`src/rtl/core/bdvg_pkg.sv`:
```
`timescale 1ns / 1ps
package bdvg_pkg;

   localparam int RadW         = 30;
   localparam int RootW        = 15;
   localparam int RemW         = 17;
   localparam int SqrtStages   = 5;
   localparam int StepsPerStage = 3;
   // dist/abs stage, multiply stage, root stages, limit stage
   localparam int WallLat      = SqrtStages + 3;

   localparam logic signed [15:0] MAG_SAT = 16'sd32767;

   localparam logic [2:0] REG_X_MIN = 3'd0;
   localparam logic [2:0] REG_X_MAX = 3'd1;
   localparam logic [2:0] REG_Y_MIN = 3'd2;
   localparam logic [2:0] REG_Y_MAX = 3'd3;
   localparam logic [2:0] REG_Z_MIN = 3'd4;
   localparam logic [2:0] REG_Z_MAX = 3'd5;
   localparam logic [2:0] REG_DECEL = 3'd6;

   localparam logic signed [15:0] RST_X_MIN = -16'sd3000;
   localparam logic signed [15:0] RST_X_MAX = 16'sd3000;
   localparam logic signed [15:0] RST_Y_MIN = -16'sd3000;
   localparam logic signed [15:0] RST_Y_MAX = 16'sd3000;
   localparam logic signed [15:0] RST_Z_MIN = 16'sd100;
   localparam logic signed [15:0] RST_Z_MAX = 16'sd3000;
   localparam logic [15:0]        RST_DECEL = 16'd2000;

   typedef struct packed {
      logic signed [15:0] x_min;
      logic signed [15:0] x_max;
      logic signed [15:0] y_min;
      logic signed [15:0] y_max;
      logic signed [15:0] z_min;
      logic signed [15:0] z_max;
      logic [15:0]        decel;
   } cfg_type;

   typedef struct packed {
      logic sat;
      logic neg;
   } wall_tag_type;

   typedef struct packed {
      logic [RemW-1:0]  rem;
      logic [RootW-1:0] root;
      logic [RadW-1:0]  rad;
   } sqrt_acc_type;

   // one restoring step: bring down two radicand bits, try to set the next root bit
   function automatic sqrt_acc_type sqrt_step(sqrt_acc_type a);
      sqrt_acc_type     res;
      logic [RemW-1:0]  trial;
      logic [RemW-1:0]  test;
      trial    = {a.rem[RemW-3:0], a.rad[RadW-1:RadW-2]};
      test     = {a.root, 2'b01};
      res.rad  = {a.rad[RadW-3:0], 2'b00};
      if (trial >= test) begin
         res.rem  = trial - test;
         res.root = {a.root[RootW-2:0], 1'b1};
      end else begin
         res.rem  = trial;
         res.root = {a.root[RootW-2:0], 1'b0};
      end
      return res;
   endfunction

endpackage

```
`src/rtl/core/bdvg_isqrt.sv`:
```
`timescale 1ns / 1ps
module bdvg_isqrt
   import bdvg_pkg::*;
(
   input  logic               clock,
   input  logic               advance,
   input  logic [RadW-1:0]    rad,
   input  wall_tag_type       tag_in,
   output logic [RootW-1:0]   root,
   output wall_tag_type       tag_out
);

   sqrt_acc_type acc_ff [SqrtStages];
   sqrt_acc_type acc_in [SqrtStages];
   wall_tag_type tag_ff [SqrtStages];

   for (genvar s = 0; s < SqrtStages; s++) begin : g_stage
      always_comb begin
         sqrt_acc_type a;
         if (s == 0) begin
            a.rem  = '0;
            a.root = '0;
            a.rad  = rad;
         end else begin
            a = acc_ff[(s == 0) ? 0 : s-1];
         end
         for (int k = 0; k < StepsPerStage; k++) begin
            a = sqrt_step(a);
         end
         acc_in[s] = a;
      end

      always_ff @(posedge clock) begin
         if (advance) begin
            acc_ff[s] <= acc_in[s];
            tag_ff[s] <= (s == 0) ? tag_in : tag_ff[(s == 0) ? 0 : s-1];
         end
      end
   end

   assign root    = acc_ff[SqrtStages-1].root;
   assign tag_out = tag_ff[SqrtStages-1];

endmodule

```
`src/rtl/core/bdvg_wall.sv`:
```
`timescale 1ns / 1ps
module bdvg_wall
   import bdvg_pkg::*;
(
   input  logic               clock,
   input  logic               advance,
   input  logic signed [15:0] pos,
   input  logic signed [15:0] wall,
   input  logic [15:0]        decel,
   output logic signed [15:0] limit
);

   logic signed [16:0] diff;
   logic [16:0]        dist_abs;
   logic [15:0]        dist_ff;
   logic               neg_ff;
   logic [31:0]        prod_ff;
   logic               neg_b_ff;
   wall_tag_type       tag_b;
   wall_tag_type       tag_r;
   logic [RootW-1:0]   root;
   logic signed [15:0] mag;
   logic signed [15:0] limit_in;
   logic signed [15:0] limit_ff;

   assign diff     = 17'(pos) - 17'(wall);
   assign dist_abs = diff[16] ? 17'(-diff) : 17'(diff);

   always_ff @(posedge clock) begin
      if (advance) begin
         dist_ff  <= dist_abs[15:0];
         neg_ff   <= !diff[16] && (diff != 17'sd0);
         prod_ff  <= dist_ff * decel;
         neg_b_ff <= neg_ff;
         limit_ff <= limit_in;
      end
   end

   // radicand is 2*prod; anything at or above 2^30 has a root past the saturation point
   assign tag_b.sat = |prod_ff[31:29];
   assign tag_b.neg = neg_b_ff;

   bdvg_isqrt u_isqrt (
      .clock   (clock),
      .advance (advance),
      .rad     ({prod_ff[28:0], 1'b0}),
      .tag_in  (tag_b),
      .root    (root),
      .tag_out (tag_r)
   );

   assign mag      = tag_r.sat ? MAG_SAT : signed'({1'b0, root});
   assign limit_in = tag_r.neg ? -mag : mag;
   assign limit    = limit_ff;

endmodule

```
`config.mk`:
```
export PLATFORM = sky130hd
export DESIGN_NAME = bdvg_wall
export DESIGN_NICKNAME = d
export VERILOG_FILES = /design/src/rtl/core/bdvg_pkg.sv /design/src/rtl/core/bdvg_isqrt.sv /design/src/rtl/core/bdvg_wall.sv
export SDC_FILE = /design/constraint.sdc
export NUM_CORES = 1
export LEC_CHECK = 0
export ABC_AREA = 1
export BUFFER_PORTS_ARGS = -buffer_cell sky130_fd_sc_hd__buf_2
export CAP_MARGIN = 20
export CORE_UTILIZATION = 30
export DETAILED_ROUTE_END_ITERATION = 8
export GPL_ROUTABILITY_DRIVEN = 0
export GPL_TIMING_DRIVEN = 0
export PLACE_DENSITY_LB_ADDON = 0.3
export SYNTH_ARGS = -nofsm -noshare
export SYNTH_HDL_FRONTEND = slang
export SYNTH_SLANG_ARGS = --single-unit
```
`constraint.sdc`:
```
create_clock -name clock -period 7.2 [get_ports clock]
set_input_delay 1.8 -clock clock [delete_from_list [all_inputs] [get_ports clock]]
set_output_delay 1.8 -clock clock [all_outputs]
set_load 0.01 [all_outputs]
```
==> flow_metrics.env <==
export IMPL_drt_initial_drc_count=1232
export IMPL_final_common_cell="sky130_fd_sc_hd__nand2_1"
export IMPL_average_wire_per_cell_in_the_routed_design_um=13.9
export IMPL_tcrit_tclk_final_pct=97.1
export IMPL_clk_root_buffer_cell="sky130_fd_sc_hd__clkbuf_16"
export IMPL_die_width_um=302
export IMPL_overflow=0
export IMPL_io_pin_count=66
export IMPL_reg2reg_setup_slack_ns=0.42
export IMPL_core_area_um2=88600
export IMPL_via_count_of_the_first_global_routing_pass=21097
export IMPL_max_stage_delay_ns=0.59
export IMPL_detail_route_drc_violations=10
export IMPL_report_final_setup_viol=0
export IMPL_hold_removal_path_class="register to register"
export IMPL_critical_path_class="input port to register"
export IMPL_violations="design-rule violations"
export IMPL_cts_num_sinks=237
export IMPL_vias_per_cell=4.59
export IMPL_h_tree_depth=1
export IMPL_cp_max_fo=10
export IMPL_insertion_delay_ns=0.57
export IMPL_cts_tree="built"
export IMPL_buffer_ports_inserted=49
export IMPL_element_type_at_the_critical_path_end="register"
export IMPL_startpoint="decel[3]"
export IMPL_largest_net_degree_at_the_start_of_global_routing=116
export IMPL_placementRows=109
export IMPL_antenna_cells_inserted=0
export IMPL_drtPass1Iterations=8
export IMPL_number_of_nets_in_the_finished_design=4073
export IMPL_max_freq_mhz=143
export IMPL_max_cap_violations=0
export IMPL_routed_wl_um=66000
export IMPL_global_route_usage_total_pct=14.5
export IMPL_hold_violations=0
export IMPL_slew_viol_final=0
export IMPL_clock_pin_slew_on_the_worst_setup_and_hold_paths_ns=0.06
export IMPL_final_period_minus_worst_setup_slack_ns=6.99
export IMPL_layout_drive_gt1_share_pct=6.40
export IMPL_synth_main_ff_cell="sky130_fd_sc_hd__edfxtp_1"
export IMPL_timing_critical_path_mode_cell="sky130_fd_sc_hd__nand2_1"
export IMPL_crit_path_top_delay_cell="sky130_fd_sc_hd__fa_1"
export IMPL_commonest_cells_after_routing_fill_and_taps_aside="sky130_fd_sc_hd__nand2_1, sky130_fd_sc_hd__inv_1, sky130_fd_sc_hd__ha_1"
export IMPL_synth_net_count=3990
export IMPL_tritoncts_num_buffers=27
export IMPL_timing_hold_worst_start="prod_ff[12]$_DFFE_PP_"
export IMPL_max_slew_worst_pin_slew_ns=0.658
export IMPL_die_h_um=302
export IMPL_outcome="finished, violations left"
export IMPL_synth_cell_area_um2=26900
export IMPL_crit_path_launch_type="input port"
export IMPL_syn_instance_count=3491
export IMPL_timing_slew_headroom_pct=56.1
export IMPL_grt_pass1_wl_um=108000
export IMPL_ys_async_sr_fraction_pct=0
export IMPL_fin_worst_skew_ns=0.0182
export IMPL_cts_max_path_buffers=3
export IMPL_number_of_storage_elements_in_the_synthesis_netlist=237
export IMPL_rsz_0062_raised_after_global_routing="yes"
export IMPL_initial_utilization_pct=30.4
export IMPL_post_detailed_route_count_of_antenna_violating_nets=0
export IMPL_timing_critical_path_arrival_ns=7.29
export IMPL_critPathRequiredTime_ns=7.50
export IMPL_synth_warning_count=0
export IMPL_number_of_synthesized_flops_with_an_enable_pin=237
export IMPL_dieArea_um2=91000
export IMPL_dpl_hpwl_um=54300
export IMPL_synth_seq_area_share_pct=26.4
export IMPL_grt_antenna_before_repair=1
export IMPL_r2r_startpoint="u_isqrt.acc_ff[0][140]$_DFFE_PP_"
export IMPL_areaGrowthSynthToFinish_pct=10.9
export IMPL_ys_types=55
export IMPL_fin_worst_hold_slack_ns=0.404
export IMPL_vias=21833
export IMPL_synth_area_per_cell_um2=7.71
## registers in the layout (all words and copies together) (netlist names)
name,cells
limit,16
neg_ff,1
u_isqrt.acc_ff,161
dist_ff,16
neg_b_ff,1
u_isqrt.tag_ff,10
prod_ff,32
## logic make-up after synthesis
logic type | Yosys count | synth area share (%)
and+or+nand+nor | 1539 | 24.0
buffers and inverters | 752 | 10.7
AOI/OAI and AO/OA | 357 | 7.43
adders and majority gates | 449 | 26.3
DFF | 237 | 26.4
xor gates and xnor gates | 156 | 5.10
other | 1 | 0.0139
## metrics by stage
stage,instance area [um2],setup slack [ns],std cells,utilization [%],setup TNS (ns)
after global placement,28700,-1.11,4705,32.4,-13.46
after floorplan,27000,0.00251,3491,-,0
after global routing,29900,-0.00278,4758,33.7,-0.00557
after detailed placement,28800,-1.11,4707,32.5,-12.87
after CTS,29700,0.00224,4756,33.5,0
final,29900,0.212,4758,33.7,0
## synth_stat cells, drive strengths merged, types with 7 or more instances
master	count	area share, %
a31oi	11	0.26
clkbuf	75	1.0
nor2	238	3.6
and2	8	0.19
nor3	28	0.54
ha	254	12
o21bai	8	0.22
inv	661	9.2
o211ai	9	0.25
nand3	184	3.7
a21oi	147	2.9
edfxtp	237	26
a21boi	8	0.22
xnor2	63	2.0
o21ai	143	2.7
xor2	93	3.1
nand4	41	0.98
nand2	1008	14
fa	195	14
nand3b	13	0.36
buf	13	0.39
nor4	7	0.16
a21o	11	0.31
## critical path, delay by kind of cell
family	cells	cell delay, ns
xor gates and xnor gates	1	0.16
AOI/OAI and AO/OA	5	0.69
buffers and inverters	6	0.73
adders and majority gates	7	3.32
and+or+nand+nor	8	0.55
## layer usage
metal  GRT usage (%)  vias to the layer above  part of all wire, %
met1            19.8                    10194                   47
met3            1.44                       76                  3.6
met2            24.8                      366                   47
li1                -                    11197                    -
met4            3.39                        0                  2.2
met5               0                        -                    0
## path summary, 6_finish.rpt
path / endpoint / cells after the start
worst min register to register: u_isqrt.acc_ff[0][13]$_DFFE_PP_ / 0
worst max register to register: u_isqrt.acc_ff[0][210]$_DFFE_PP_ / 35
worst max-delay path: prod_ff[27]$_DFFE_PP_ / 27
worst min-delay path: u_isqrt.acc_ff[0][13]$_DFFE_PP_ / 0
## cell type report
cell class | instances | area, um2
clock inverter | 17 | 173
sequential | 237 | 7120
inverter | 664 | 2490
tap | 1165 | 1460
multi-input combinational | 2502 | 17100
timing repair buffer | 56 | 348
fill | 9409 | 58800
buffer | 86 | 532
clock buffer | 31 | 691
## timing repair
action	4_1_cts	5_1_grt
hold endpoints to repair	0	0
hold buffers	0	0
pin swaps	1	4
setup endpoints to repair	22	23
gates resized for setup	27	57
buffers inserted	2	3
Power is not shown: default switching activity piles up to over one toggle a cycle in this logic, so the estimate is an artifact.
