## src/rtl/core/bdvg_pkg.sv

```systemverilog
`timescale 1ns / 1ps
package bdvg_pkg;

   localparam int RadW         = 30;
   localparam int RootW        = 15;
   localparam int RemW         = 17;
   localparam int SqrtStages   = 5;
   localparam int StepsPerStage = 3;
   // dist/abs stage, multiply stage, root stages, limit stage
   localparam int WallLat      = SqrtStages + 3;

   localparam logic signed [15:0] MAG_SAT = 16'sd32767;

   localparam logic [2:0] REG_X_MIN = 3'd0;
   localparam logic [2:0] REG_X_MAX = 3'd1;
   localparam logic [2:0] REG_Y_MIN = 3'd2;
   localparam logic [2:0] REG_Y_MAX = 3'd3;
   localparam logic [2:0] REG_Z_MIN = 3'd4;
   localparam logic [2:0] REG_Z_MAX = 3'd5;
   localparam logic [2:0] REG_DECEL = 3'd6;

   localparam logic signed [15:0] RST_X_MIN = -16'sd3000;
   localparam logic signed [15:0] RST_X_MAX = 16'sd3000;
   localparam logic signed [15:0] RST_Y_MIN = -16'sd3000;
   localparam logic signed [15:0] RST_Y_MAX = 16'sd3000;
   localparam logic signed [15:0] RST_Z_MIN = 16'sd100;
   localparam logic signed [15:0] RST_Z_MAX = 16'sd3000;
   localparam logic [15:0]        RST_DECEL = 16'd2000;

   typedef struct packed {
      logic signed [15:0] x_min;
      logic signed [15:0] x_max;
      logic signed [15:0] y_min;
      logic signed [15:0] y_max;
      logic signed [15:0] z_min;
      logic signed [15:0] z_max;
      logic [15:0]        decel;
   } cfg_type;

   typedef struct packed {
      logic sat;
      logic neg;
   } wall_tag_type;

   typedef struct packed {
      logic [RemW-1:0]  rem;
      logic [RootW-1:0] root;
      logic [RadW-1:0]  rad;
   } sqrt_acc_type;

   // one restoring step: bring down two radicand bits, try to set the next root bit
   function automatic sqrt_acc_type sqrt_step(sqrt_acc_type a);
      sqrt_acc_type     res;
      logic [RemW-1:0]  trial;
      logic [RemW-1:0]  test;
      trial    = {a.rem[RemW-3:0], a.rad[RadW-1:RadW-2]};
      test     = {a.root, 2'b01};
      res.rad  = {a.rad[RadW-3:0], 2'b00};
      if (trial >= test) begin
         res.rem  = trial - test;
         res.root = {a.root[RootW-2:0], 1'b1};
      end else begin
         res.rem  = trial;
         res.root = {a.root[RootW-2:0], 1'b0};
      end
      return res;
   endfunction

endpackage

```

## src/rtl/core/bdvg_csr.sv

```systemverilog
`timescale 1ns / 1ps
module bdvg_csr
   import bdvg_pkg::*;
(
   input  logic        clock,
   input  logic        reset,
   input  logic        csr_psel,
   input  logic        csr_penable,
   input  logic        csr_pwrite,
   input  logic [4:0]  csr_paddr,
   input  logic [31:0] csr_pwdata,
   output logic [31:0] csr_prdata,
   output logic        csr_pready,
   output cfg_type     cfg
);

   cfg_type     cfg_ff;
   cfg_type     cfg_in;
   logic        wr_en;
   logic [2:0]  idx;

   assign csr_pready = 1'b1;
   assign wr_en      = csr_psel && csr_penable && csr_pwrite;
   assign idx        = csr_paddr[4:2];
   assign cfg        = cfg_ff;

   always_comb begin
      cfg_in = cfg_ff;
      if (wr_en) begin
         unique case (idx)
            REG_X_MIN: cfg_in.x_min = csr_pwdata[15:0];
            REG_X_MAX: cfg_in.x_max = csr_pwdata[15:0];
            REG_Y_MIN: cfg_in.y_min = csr_pwdata[15:0];
            REG_Y_MAX: cfg_in.y_max = csr_pwdata[15:0];
            REG_Z_MIN: cfg_in.z_min = csr_pwdata[15:0];
            REG_Z_MAX: cfg_in.z_max = csr_pwdata[15:0];
            REG_DECEL: cfg_in.decel = csr_pwdata[15:0];
            default:   cfg_in = cfg_ff;
         endcase
      end
   end

   always_comb begin
      unique case (idx)
         REG_X_MIN: csr_prdata = {16'd0, cfg_ff.x_min};
         REG_X_MAX: csr_prdata = {16'd0, cfg_ff.x_max};
         REG_Y_MIN: csr_prdata = {16'd0, cfg_ff.y_min};
         REG_Y_MAX: csr_prdata = {16'd0, cfg_ff.y_max};
         REG_Z_MIN: csr_prdata = {16'd0, cfg_ff.z_min};
         REG_Z_MAX: csr_prdata = {16'd0, cfg_ff.z_max};
         REG_DECEL: csr_prdata = {16'd0, cfg_ff.decel};
         default:   csr_prdata = 32'd0;
      endcase
   end

   always_ff @(posedge clock) begin
      if (reset) begin
         cfg_ff.x_min <= RST_X_MIN;
         cfg_ff.x_max <= RST_X_MAX;
         cfg_ff.y_min <= RST_Y_MIN;
         cfg_ff.y_max <= RST_Y_MAX;
         cfg_ff.z_min <= RST_Z_MIN;
         cfg_ff.z_max <= RST_Z_MAX;
         cfg_ff.decel <= RST_DECEL;
      end else begin
         cfg_ff <= cfg_in;
      end
   end

endmodule

```

## config.mk

```make
export PLATFORM = sky130hd
export DESIGN_NAME = bdvg_csr
export DESIGN_NICKNAME = d
export VERILOG_FILES = /design/src/rtl/core/bdvg_pkg.sv /design/src/rtl/core/bdvg_csr.sv
export SDC_FILE = /design/constraint.sdc
export NUM_CORES = 1
export LEC_CHECK = 0
export ABC_AREA = 1
export BUFFER_PORTS_ARGS = -buffer_cell sky130_fd_sc_hd__buf_2
export CELL_PAD_IN_SITES_DETAIL_PLACEMENT = 1
export CELL_PAD_IN_SITES_GLOBAL_PLACEMENT = 1
export CORE_MARGIN = 1
export CORE_UTILIZATION = 35
export DETAILED_ROUTE_END_ITERATION = 12
export PLACE_DENSITY = 0.86
export SLEW_MARGIN = 20
export SYNTH_ARGS = -nofsm -noshare
export SYNTH_HDL_FRONTEND = slang
export SYNTH_SLANG_ARGS = --single-unit
```

## constraint.sdc

```tcl
create_clock -name clock -period 1.27 [get_ports clock]
set_input_delay 0.127 -clock clock [delete_from_list [all_inputs] [get_ports clock]]
set_output_delay 0.127 -clock clock [all_outputs]
set_load 0.02 [all_outputs]
```

==> summary.txt, run 1 <==
Critical path
  – CP cell instances: nand4_1 > nand2_1 > nor2_2 > nand2_1 > buf_6
  – Worst Path Required: 1.14 ns
  – Buf/Inv on CP: 1
  – CP max FO: 2
  – Critical Path Max Stage Delay: about 0.34 ns
  – Origin of the critical flop-to-flop path: cfg[71]
  – Most common cell on crit path: nand2_1
  – Crit. Startpoint: cfg[76]
  – Startpoint Class: register
  – CP Capture Type: output port
  – Critical path class: register to output port
  – Top delay family on crit path: simple AND/OR/NAND/NOR gates
  – Slowest CP cell: dfxtp_2
  – Worst EP arrival: ~1.3 ns

Logic synthesis
  – Warning count from the yosys run: 0
  – Synthesized instance count: 865
  – Post-synthesis sequential area ratio: 0.392
  – Top post-synthesis cells by area: dfxtp_1 (39%), nand2_1 (17%), nor2_1 (12%)
  – Cell taking the most area after synthesis: dfxtp_1
  – Share of the synthesized area in the top cell type: 0.392
  – Unique cell type count in the Yosys netlist: 21
  – Cell area after synthesis: 5730 µm²
  – Mean post-synth cell area: 6.62 µm²
  – Register bit total from synthesis: approximately 110

Floorplan
  – Top Ports: 187
  – Die Y: 130 µm
  – Core ar.: 15900 µm²
  – Initial Utilization: 0.359
  – Rows: 46
  – Area of the die: 16900 µm²
  – Die width: 130 µm

STA
  – RSZ-0062 raised after global routing: true
  – Slew Limit Fails: 0
  – Post-route minimum period: about 1.4 ns
  – Min Hold Slack: a little over 0.03 ns
  – Fmax: 710 MHz
  – Final Hold Violating Endpoints: 0
  – Clock skew: 0 ns
  – Total negative slack: -1.26 ns
  – Final setup violation count: 16
  – Final Worst Setup Slack: -0.139 ns
  – Period utilisation layout: 1.11

Finish
  – Non-Filler Instances: roughly 1300
  – Area of the multi-input gates: 3090 µm²
  – Finished Core Util: 0.496
  – Diodes inserted: 0
  – Register area: 2330 µm²
  – Area delta synth->final: 38.1%
  – Max reg flops: 112
  – FILL cells: ~2100
  – Final net count: 1107
  – Post-route cell area: 7910 µm²
  – Share of layout cells above drive strength 1: 0.373

Hold path
  – Min-Delay Path Class: input pin to register
  – Worst Hold Launch: csr_pwdata[15]

Pwr
  – Power density over the cells: 965 nW/µm²
  – Leakage: 3.87 nW
  – Peak supply drop: ~0.78 mV
  – Power consumption: around 7.6 mW

Drt
  – Post-route ant nets: 0
  – DR iter-0 viols: approximately 460
  – DR WL/cell: 19.2 µm
  – Vias: slightly below 7000
  – Drt drc: 0
  – Vias/cell: between 5 and 6
  – First-pass DRT Iterations: 5
  – Routed wire length: 24700 µm

Status
  – Status: finished, violations left
  – Failing checks: setup timing

Global routing
  – Initial antenna violation count: 0
  – Largest net degree at the start of global routing: 68
  – First-pass GRT wire length: 37200 µm
  – Gr usage total: 0.294
  – Number of global-route vias before repair: 6768
  – Global route total overflow: 0

Clock network
  – CTS sink cnt: 112
  – Clock slew at reported path FFs: around 0.07 ns
  – CTS Hold Bufs: 0
  – Root buffer cell: clkbuf_16
  – Bufs on Longest Clock Path: 2
  – Clk_lat worst skew: between 0.3 and 0.4 ns
  – Total CTS buffers: 9
  – H-Tree Depth: 3
  – TritonCTS clock tree: done

Placement
  – Post-Place Cell Area: 6960 µm²
  – Dpl ws: -0.137 ns
  – DP HPWL: 16700 µm
  – PortBufs: 151
  – DP Cell Count: 1228
  – GPL Wtd Cong: around 0.9

Flow run
  – Max Cap Violations: 0
==> kinds of logic after synthesis <==
kind of cell	Yosys count	synth area share
DFF	112	0.392
AOI/OAI and AO/OA	13	0.0114
buffers and inverters	109	0.107
other	2	0.00131
and+or+nand+nor	629	0.489
==> area by class of cell <==
cell class                 count  share of cell area
clock buffer                  12              0.0312
clock inverter                 4             0.00253
inverter                      37              0.0176
multi-input combinational    659               0.391
sequential                   112               0.295
tap                          216              0.0342
timing repair buffer         246               0.229
==> per-layer routing <==
metal,vias to the layer above,GRT usage,part of all wire
met3,74,0.0431,0.057
met4,0,0.195,0.058
met5,-,0,0
met1,3275,0.343,0.40
met2,284,0.504,0.49
li1,3123,-,-
==> power by group <==
group | leakage (nW) | switching (mW) | internal [mW]
Sequential | 0.915 | 0.0382 | 3.55
Combinational | 2.82 | 0.841 | 0.438
Clock | 0.136 | 1.38 | 1.38
==> cell usage in the layout, fill, tap and decap left out <==
cell	netlist	final
nor2_1	184	164
clkbuf_4	0	1
nand4_1	48	48
nor2_8	1	1
nand2_1	259	239
nor2_4	11	16
nor2_2	1	16
inv_2	4	5
dfxtp_4	0	4
clkinv_2	0	4
dfxtp_2	0	61
buf_6	12	19
nand3_1	116	109
nand2_2	2	22
inv_1	33	32
buf_12	0	18
nand3_4	3	3
buf_4	24	74
clkbuf_1	9	2
nand2_4	1	1
dfxtp_1	112	47
clkbuf_8	0	1
buf_2	18	134
conb_1	2	17
o21ai_0	13	13
clkbuf_16	0	9
nand3_2	3	10
==> tightest hold or removal path, delay by kind of cell <==
family / cells / cell delay [ns]
buffers and inverters: 1 / 0.11
and+or+nand+nor: 2 / 0.13
==> timing repair <==
action	CTS	global route
cloned	0	0
pin swaps	62	36
buffers inserted	37	5
resized for setup	123	34
endpoints found under the setup margin	16	16
==> synth_stat cells, drive strengths merged <==
| master | instances |
|---|---|
| nand4 | 48 |
| conb | 2 |
| inv | 37 |
| buf | 63 |
| nand3 | 122 |
| nor2 | 197 |
| nand2 | 262 |
| dfxtp | 112 |
| clkbuf | 9 |
| o21ai | 13 |
==> final timing paths <==
path / slack [ns] / cells after the start / end
worst min register to register: 0.49 / 2 / cfg[83]
worst max register to register: 0.48 / 3 / cfg[71]
worst max-delay path: -0.14 / 5 / csr_prdata[12]
worst min-delay path: 0.03 / 3 / cfg[111]
No activity file was read; power rests on OpenSTA's default activity.
==> run 2, diff against run 1 <==
--- a/config.mk
+++ b/config.mk
@@ -12,7 +12,7 @@
 export CORE_MARGIN = 1
 export CORE_UTILIZATION = 35
 export DETAILED_ROUTE_END_ITERATION = 12
-export PLACE_DENSITY = 0.86
+export PLACE_DENSITY_LB_ADDON = 0.2
 export SLEW_MARGIN = 20
 export SYNTH_ARGS = -nofsm -noshare
 export SYNTH_HDL_FRONTEND = slang
==> summary.txt, run 2 (synthesis results as in run 1) <==
STA
  – Final Worst Setup Slack: -0.0943 ns (+0.0449 ns)
  – Clock skew: 0 ns (unchanged)
  – Post-route minimum period: 1.36 ns (-0.0449 ns)
  – Period utilisation layout: 1.07 (-0.0353)
  – Slew Limit Fails: 0 (unchanged)
  – Min Hold Slack: 0.0164 ns (-0.0143 ns)
  – Fmax: 733 MHz (+3.3%)
  – Final setup violation count: 16 (unchanged)
  – Final Hold Violating Endpoints: 0 (unchanged)
  – RSZ-0062 raised after global routing: true

Critical path
  – CP max FO: 2 (unchanged)
  – Crit. Startpoint: cfg[70]
  – Startpoint Class: register
  – CP Capture Type: output port
  – Origin of the critical flop-to-flop path: cfg[10]
  – Worst EP arrival: 1.24 ns (-0.04 ns)
  – Worst Path Required: 1.14 ns (about the same)
  – Critical path class: register to output port

Finish
  – Most common cell after layout, fill and taps aside: nand2_1
  – Final net count: 1126 (+1.7%)
  – Diodes inserted: 0 (unchanged)
  – Most frequent cells in the layout: nand2_1 (235), nor2_1 (166), buf_2 (134)
  – Post-route cell area: 8150 µm² (+3.1%)
  – Share of layout cells above drive strength 1: 0.393 (+0.0201)
  – Max reg flops: 112 (unchanged)
  – Area delta synth->final: 42.3%

Floorplan
  – Rows: 46 (unchanged)
  – Top Ports: 187 (unchanged)
  – Area of the die: 16900 µm² (unchanged)
  – Die width: 130 µm (unchanged)
  – Initial Utilization: 0.359 (unchanged)
  – Core ar.: 15900 µm² (unchanged)
  – Die Y: 130 µm (unchanged)

Clock network
  – Bufs on Longest Clock Path: 2 (unchanged)
  – CTS sink cnt: 112 (unchanged)
  – Clk_lat worst skew: 0.35 ns (-0.02 ns)
  – Root buffer cell: clkbuf_16
  – Clock slew at reported path FFs: 0.08 ns (about the same)
  – H-Tree Depth: 3 (unchanged)
  – TritonCTS clock tree: done
  – Total CTS buffers: 9 (unchanged)

Global routing
  – GRT met3 Usage: 0.0336 (-0.00943)
  – Gr busiest metal: met2
  – Initial antenna violation count: 0 (unchanged)
  – Largest net degree at the start of global routing: 62 (-8.8%)
  – Number of global-route vias before repair: 6554 (-3.2%)
  – First-pass GRT wire length: 35700 µm (-4.0%)
  – Gr usage total: 0.283 (-0.0111)
  – Met2 usage: 0.489 (-0.0148)
  – Global route total overflow: 0 (unchanged)
  – GR met1 Demand/Resource: 0.352 (+0.00910)

Drt
  – Vias/cell: 5.06 (-3.7%)
  – First-pass DRT Iterations: 5 (unchanged)
  – DR iter-0 viols: 361 (-22%)
  – Vias: 6600 (-2.3%)
  – Post-route ant nets: 0 (unchanged)
  – Drt drc: 0 (unchanged)
  – DR WL/cell: 17.7 µm (-7.9%)
  – Routed wire length: 23100 µm (-6.5%)

Pwr
  – Peak supply drop: 0.694 mV (-10%)
  – Power consumption: 7.90 mW (+3.5%)
  – Leakage: 3.98 nW (+2.9%)
  – Power density over the cells: 969 nW/µm² (+0.48%)

Placement
  – Dpl ws: -0.0972 ns (+0.0394 ns)
  – GPL Wtd Cong: 0.845 (-6.5%)
  – PortBufs: 151 (unchanged)
  – Post-Place Cell Area: 7070 µm² (+1.5%)
  – DP HPWL: 16400 µm (-2.2%)

Hold path
  – Min-Delay Path Class: input pin to register
  – Worst Hold Launch: csr_pwdata[2]

Status
  – Status: finished, violations left
  – Failing checks: setup timing

Flow run
  – Max Cap Violations: 0 (unchanged)
-- run 2: cell types whose count changed in the layout (fill, tap and decap cells not counted), sizes merged --
cell      change
clkbuf        -2
bufinv        +1
inv           +1
clkinv        -2
buf          +19
clkinvlp      +2
-- run 2: what timing repair did --
item | CTS | global route
buffers inserted | 42 | 8
resized for setup | 127 | 38
pin swaps | 65 | 29
endpoints found under the setup margin | 16 | 16
hold buffers | 0 | 0
-- run 2: final timing paths --
kind                   endpoint  slack (ns)  cells after the start
setup / recovery  csr_prdata[6]       -0.09                      6
hold / removal          cfg[34]        0.02                      3
hold reg to reg         cfg[89]        0.47                      2
setup reg to reg        cfg[10]        0.43                      4
-- run 2: metrics by stage --
stage,utilization,cells,setup TNS (ns)
3_5_place_dp,0.443,1239,-3.16
6_report,0.511,1305,-0.806
4_1_cts,0.501,1297,-0.900
3_3_place_gp,0.443,1239,-1.69
5_1_grt,0.511,1305,-1.54
2_1_floorplan,-,880,0
-- run 2: where the power goes --
group / switching, mW / internal [mW] / total, mW
Clock: 1.41 / 1.59 / 3.01
Combinational: 0.833 / 0.471 / 1.30
Sequential: 0.0341 / 3.55 / 3.59
-- run 2: critical path: stages, from the launching register on --
cell	delay [ns]
dfxtp_2	0.33
nand4_1	0.10
nand2_1	0.10
nor2_1	0.04
buf_4	0.14
nand2_2	0.06
buf_6	0.11
-- run 2: routing by layer --
layer / wire length, µm / part of all wire / vias to the layer above
li1: - / - / 3176
met1: 9850 / 0.43 / 3175
met2: 11300 / 0.49 / 211
met3: 1110 / 0.048 / 38
met4: 809 / 0.035 / 0
met5: 0 / 0 / -
-- run 2: final cells by class --
| cell class | instances | area [µm²] |
|---|---|---|
| repair buffers | 265 | 1980 |
| inverters | 37 | 139 |
| fillers | 2112 | 7790 |
| well taps | 216 | 270 |
| multi-input cells | 659 | 3120 |
| clock buffers | 10 | 239 |
| clock inverters | 6 | 67.6 |
| flip-flops and latches | 112 | 2330 |
==> run 3, diff against run 2 <==
--- a/config.mk
+++ b/config.mk
@@ -9,8 +9,10 @@
 export BUFFER_PORTS_ARGS = -buffer_cell sky130_fd_sc_hd__buf_2
 export CELL_PAD_IN_SITES_DETAIL_PLACEMENT = 1
 export CELL_PAD_IN_SITES_GLOBAL_PLACEMENT = 1
+export CORE_ASPECT_RATIO = 1.75
 export CORE_MARGIN = 1
 export CORE_UTILIZATION = 35
+export CTS_CLUSTER_DIAMETER = 60
 export DETAILED_ROUTE_END_ITERATION = 12
 export PLACE_DENSITY_LB_ADDON = 0.2
 export SLEW_MARGIN = 20
==> summary.txt, run 3 (synthesis results as in run 1) <==
Floorplan
  – Area of the die: 16900 µm² (+0.12%)
  – Die Y: 171 µm (+32%)
  – Initial Utilization: 0.359 (about the same)
  – Rows: 61 (+33%)
  – Die width: 98.7 µm (-24%)
  – Core ar.: 16000 µm² (about the same)
  – Top Ports: 187 (unchanged)

Finish
  – Max reg flops: 112 (unchanged)
  – Final net count: 1120 (-0.53%)
  – Diodes inserted: 0 (unchanged)
  – Share of layout cells above drive strength 1: 0.372 (-0.0206)
  – Most frequent cells in the layout: nand2_1 (248), nor2_1 (166), buf_2 (132)
  – Finished Core Util: 0.497 (-0.0140)
  – Non-Filler Instances: 1271 (-2.6%)
  – Most common cell after layout, fill and taps aside: nand2_1
  – Post-route cell area: 7930 µm² (-2.7%)
  – Area delta synth->final: 38.5%

Critical path
  – Worst EP arrival: 1.29 ns (+0.05 ns)
  – CP max FO: 2 (unchanged)
  – CP Capture Type: output port
  – Worst r2r path cells: 3 (-1)
  – Critical path class: register to output port
  – Worst Path Required: 1.14 ns (about the same)
  – Critical Path Max Stage Delay: 0.33 ns (about the same)
  – Slowest CP cell: dfxtp_2
  – Startpoint Class: register
  – CP cell instances: nand4_1 > nand2_1 > nor2_2 > nand2_2 > buf_6

Global routing
  – Largest net degree at the start of global routing: 62 (unchanged)
  – Global route total overflow: 0 (unchanged)
  – Initial antenna violation count: 0 (unchanged)
  – Gr usage total: 0.281 (-0.00240)
  – Number of global-route vias before repair: 6606 (+0.79%)
  – First-pass GRT wire length: 36100 µm (+1.2%)

STA
  – Final Worst Setup Slack: -0.147 ns (-0.0529 ns)
  – Final setup violation count: 16 (unchanged)
  – Min Hold Slack: 0.0415 ns (+0.0251 ns)
  – Final Hold Violating Endpoints: 0 (unchanged)
  – Total negative slack: -1.00 ns (-0.197 ns)
  – RSZ-0062 raised after global routing: true
  – Period utilisation layout: 1.12 (+0.0416)
  – Fmax: 706 MHz (-3.7%)
  – Clock skew: 0 ns (unchanged)
  – Slew Limit Fails: 0 (unchanged)
  – Post-route minimum period: 1.42 ns (+0.0529 ns)

Drt
  – DR WL/cell: 18.2 µm (+2.8%)
  – Post-route ant nets: 0 (unchanged)
  – First-pass DRT Iterations: 4 (-1)
  – Drt drc: 0 (unchanged)
  – Vias: 6493 (-1.6%)
  – DR iter-0 viols: 192 (-47%)
  – Vias/cell: 5.11 (+1.0%)
  – Routed wire length: 23100 µm (+0.16%)

Placement
  – Dpl ws: -0.130 ns (-0.0329 ns)
  – DP HPWL: 16400 µm (+0.16%)
  – PortBufs: 151 (unchanged)
  – GPL Wtd Cong: 0.809 (-4.3%)
  – DP Cell Count: 1208 (-2.5%)
  – Post-Place Cell Area: 6940 µm² (-1.8%)

Clock network
  – TritonCTS clock tree: done
  – CTS sink cnt: 112 (unchanged)
  – Clock slew at reported path FFs: 0.07 ns (about the same)
  – Clk_lat worst skew: 0.36 ns (about the same)
  – Total CTS buffers: 9 (unchanged)
  – Root buffer cell: clkbuf_16
  – Bufs on Longest Clock Path: 2 (unchanged)
  – H-Tree Depth: 3 (unchanged)

Flow run
  – Max Cap Violations: 0 (unchanged)

Status
  – Status: finished, violations left
  – Failing checks: setup timing

Pwr
  – Leakage: 3.91 nW (-1.7%)
  – Peak supply drop: 0.612 mV (-12%)
  – Power consumption: 7.60 mW (-3.8%)
  – Power density over the cells: 959 nW/µm² (-1.1%)

Hold path
  – Cells on Worst Hold Path: 3 (unchanged)
  – Min-Delay Path Class: input pin to register
==> run 3: timing repair <==
item / in CTS / in global routing
hold endpoints to repair: 1 / 0
hold buffers: 1 / 0
setup buffers: 42 / 5
pin swaps: 53 / 33
gates resized for setup: 124 / 27
setup endpoints to repair: 16 / 16
==> run 3: worst max-delay path, delay by kind of cell (launching register included) <==
| family | cells | cell delay (ns) |
|---|---|---|
| AND/OR/NAND/NOR | 4 | 0.47 |
| flip-flops | 1 | 0.33 |
| buffers and inverters | 1 | 0.13 |
==> run 3: path summary, 6_finish.rpt <==
path,from,endpoint,slack [ns]
max,cfg[5],csr_prdata[5],-0.15
max reg2reg,cfg[69],cfg[69],0.50
min,csr_pwdata[15],cfg[79],0.04
min reg2reg,cfg[87],cfg[87],0.48
==> run 3: cell type report <==
type,count,area (µm²)
well taps,189,236
flip-flops and latches,112,2340
multi-input cells,659,3060
clock inverters,4,31.3
inverters,37,143
fillers,2106,8020
clock buffers,11,233
repair buffers,259,1890
==> run 3: layer usage <==
layer,up-vias,part of all wire,global-route usage
met2,204,0.52,0.509
met5,-,0,0
met1,3087,0.42,0.335
met4,0,0.026,0.106
met3,50,0.038,0.0374
li1,3152,-,-
==> run 3: power breakdown <==
group,internal (mW),leakage (nW),total (mW),switching (mW)
logic,0.449,2.88,1.27,0.823
clock network,1.34,0.118,2.74,1.41
registers,3.55,0.914,3.59,0.0360
total,5.33,3.91,7.60,2.27
